<file path="src/rtl/tti_div.sv">
// Restoring divider for alpha: quotient of (num << F) / den, num < den, one bit a cycle.
`default_nettype none
module tti_div #(
  parameter int unsigned FRAC_BITS = 16
) (
  input  wire logic                 clk,
  input  wire logic                 rst,
  input  wire logic                 start,
  input  wire logic [32:0]          num,
  input  wire logic [32:0]          den,
  output logic                      done,
  output logic      [FRAC_BITS-1:0] quot
);
  localparam int unsigned CW = $clog2(FRAC_BITS + 1);

  logic [33:0]   rem;
  logic [32:0]   dvs;
  logic [CW-1:0] cnt;
  logic          busy;
  logic [33:0]   shifted;

  assign shifted = {rem[32:0], 1'b0};

  always_ff @(posedge clk) begin
    if (rst) begin
      busy <= 1'b0;
      done <= 1'b0;
    end else begin
      done <= 1'b0;
      if (start) begin
        rem  <= {1'b0, num};
        dvs  <= den;
        cnt  <= CW'(FRAC_BITS);
        busy <= 1'b1;
      end else if (busy) begin
        // one quotient bit per cycle
        if (shifted >= {1'b0, dvs}) begin
          rem  <= shifted - {1'b0, dvs};
          quot <= {quot[FRAC_BITS-2:0], 1'b1};
        end else begin
          rem  <= shifted;
          quot <= {quot[FRAC_BITS-2:0], 1'b0};
        end
        cnt <= cnt - 1'b1;
        if (cnt == CW'(1)) begin
          busy <= 1'b0;
          done <= 1'b1;
        end
      end
    end
  end
endmodule
`default_nettype wire

</file>
<file path="config.mk">
export PLATFORM = sky130hd
export DESIGN_NAME = tti_div
export DESIGN_NICKNAME = d
export VERILOG_FILES = /design/src/rtl/tti_div.sv
export SDC_FILE = /design/constraint.sdc
export NUM_CORES = 1
export LEC_CHECK = 0
export BUFFER_PORTS_ARGS = -buffer_cell sky130_fd_sc_hd__buf_2
export CAP_MARGIN = 15
export CORE_ASPECT_RATIO = 1.1
export CORE_MARGIN = 1
export CORE_UTILIZATION = 55
export DETAILED_ROUTE_END_ITERATION = 10
export PLACE_DENSITY_LB_ADDON = 0.3
export SYNTH_ARGS = -nofsm -noshare
export SYNTH_HDL_FRONTEND = slang
export SYNTH_SLANG_ARGS = --single-unit
</file>
<file path="constraint.sdc">
create_clock -name clk -period 4.55 [get_ports clk]
set_clock_uncertainty 0.15 [all_clocks]
set_input_delay 0.6825 -clock clk [delete_from_list [all_inputs] [get_ports clk]]
set_output_delay 0.6825 -clock clk [all_outputs]
set_load 0.1 [all_outputs]
</file>
==> results.tsv <==
metric	value	unit
synth_warnings	0	
power_per_cell_area	347	mW/mm^2
post_drt_via_cell_ratio	5.77	
wirelength	12500	microns
ys_top_cells_by_count	87 x edfxtp_1, 55 x nand2_1, 45 x inv_1	
globalRouteOverflowTotal	0	
insertedDiodeCount	0	
postLayoutCoreUtil	0.644	
netlist.area_leader.share	0.454	
synthArstFlopShare	0	
timing.final.max_slew_violations	0	
worst-path-buf-inv	1	
detailedRoute.firstIterationViolations	203	
layout-drive-gt1-share	0.206	
die-area	0.0109	sq mm
max_cap_violations	0	
critical-path-top-delay-family	compound AO/OA/AOI/OAI gates	
grt.total_usage	0.242	
cells_after_synth	562	
final_cell_area	0.00646	sq mm
cts-resized-gates	0	
layout_worst_path_cycle_share	0.783	
netlist_top_cells_area	edfxtp_1 45%, ha_1 7.6%, nand2_1 3.6%	
antenna_violating_nets_post_route	0	
nNetsFinal	736	
fmaxAchievable	281	MHz
dp_hpwl	8990	microns
vias	4479	
synth.cell_area	0.00575	sq mm
final_period_minus_worst_setup_slack	3.56	ns
postCtsHoldBufs	0	
cts_setup_buffers	0	
area_growth	12.4	%
clock-sinks	89	
crit_path_end_kind	flop	
cts-buffers-inserted	9	
net_count_after_synthesis	667	
start_util	0.573	
finish.cell_count_without_fillers	776	
h-tree-depth	3	
worstSetupStartpointType	flop	
synth_edf_count	87	
whs	0.304	ns
final.setup.tns	0	ns
crit_path_max_incr_delay	0.70	ns
cp_max_fo	33	
antenna_found_initial	0	
critical_path.cell_chain	ha_1 -> o211ai_1 -> a21oi_1 -> o211ai_1 -> a21oi_2 -> o311ai_2 -> and2_2 -> buf_12 -> o21ai_1 -> mux2_2	
outcome	completed	
yosysSeqAreaShare	0.461	
design.core.area	0.0100	sq mm
clock_latency	0.38	ns
grt_first_pass_wirelength	20400	microns
critical_path_class	flop to flop	
place_area	0.00624	sq mm
worst_ir_drop_vdd	196	uV
clock_path_buffers	2	
synth-seq-cells	89	
grt_max_degree	91	
path_common_cell	o211ai_1	
gp_routability_congestion	0.927	
die_width	99.5	microns
num_io_pins	86	
master_of_the_slowest_instance_on_the_critical_path	and2_2	
synth.largest_area_cell	edfxtp_1	
post_synth_num_cell_types	59	
io_buffer_count	85	
die_h	109	microns
final-setup-viol-count	0	
clkSlewWorstSetupHoldPaths	0.10	ns
synth-main-ff-cell	edfxtp_1	
required	4.54	ns
worstMarginPinSlew	1.09	ns
yosysMostFrequentCell	edfxtp_1	
grt_pass1_vias	4257	
grt_setup_unrepaired	false	
std_cell_rows	38	
critPathArrivalTime	3.55	ns
root_buffer	clkbuf_8	
syn-mean-instance-area	10.2	sq um
route.detailed.wl_per_inst	16.1	microns
report.final.hold_viol_count	0	
detail_route.first_pass.iterations	5	
number_of_cells_after_detailed_placement	758	
leak	2.59	nW
tritoncts	done	
max-slew-margin-rel	0.273	
hp-class	flop to flop	
remaining_routing_drc_violations	0	
power breakdown:
group          leakage [nW]  internal (mW)  switching [mW]  total [mW]
combinational          1.66          0.277           0.428       0.705
sequential            0.836          0.979          0.0278        1.01
clock                0.0976          0.220           0.308       0.529
registers in the layout, summed over array words and instances (netlist names):
| name | flops |
|---|---|
| done | 1 |
| quot | 16 |
| rem | 33 |
| dvs | 33 |
| cnt | 5 |
| busy | 1 |
final timing paths:
kind | cells past startpoint | endpoint | start | slack, ns
setup / recovery | 10 | rem[1] | rem[2] | 0.99
hold reg to reg | 0 | quot[14] | quot[13] | 0.30
hold / removal | 0 | quot[14] | quot[13] | 0.30
setup reg to reg | 10 | rem[1] | rem[2] | 0.99
kinds of logic (layout without fill, tap and decap cells):
logic type                 after synthesis  after routing  synth area share
adders and majority gates               36             36            0.0796
buffers and inverters                   76            150            0.0574
xor gates and xnor gates                28             28            0.0426
AOI/OAI and AO/OA                      152            152             0.190
and+or+nand+nor                        179            179             0.165
muxes                                    2              2           0.00370
DFF                                     89             89             0.461
layout make-up:
cell class / count / area (sq um)
clock buffers: 10 / 138
inverters: 45 / 169
fillers: 857 / 3570
clock inverters: 6 / 48.8
well taps: 140 / 175
repair buffers: 89 / 492
multi-input cells: 397 / 2790
flip-flops and latches: 89 / 2650
worst reg2reg max path: cells and delay by family (launching register included):
family / cells / cell delay, ns
AO/OA/AOI/OAI: 6 / 1.16
AND/OR/NAND/NOR: 1 / 0.70
multiplexers: 1 / 0.25
flip-flops: 1 / 0.41
adder cells (fa/ha/maj): 1 / 0.38
buffers and inverters: 1 / 0.26
placed cells by master (no fill, tap or decap), drive strengths merged, types with 7 or more instances in the layout:
cell type / Yosys / routed
xnor2: 16 / 16
edfxtp: 87 / 87
a21o: 11 / 11
nor3: 7 / 7
nor2b: 13 / 13
clkbuf: 15 / 10
ha: 35 / 35
nand3b: 23 / 23
nor2: 27 / 27
a21oi: 41 / 41
o311ai: 24 / 24
xor2: 12 / 12
nand3: 12 / 12
inv: 45 / 48
o21ai: 26 / 26
nand2b: 7 / 7
buf: 16 / 89
nand4: 10 / 10
nand2: 56 / 56
routing by layer:
layer  track usage  wire, microns  vias up  part of all wire
li1              -              -     2224                 -
met1         0.310           5590     2125              0.45
met2         0.417           6240      120              0.50
met3        0.0494            570       10             0.046
met4        0.0662            129        0             0.010
met5             0              0        -                 0
metrics by stage:
step | worst slack [ns] | power, mW
final | 0.987 | 2.24
after global routing | 0.692 | 2.36
after CTS | 0.964 | 2.24
after detailed placement | 0.980 | 1.72
after global placement | 1.10 | 1.70
after floorplan | 1.02 | 1.56
Note: power is estimated with default switching activity, not from simulation.
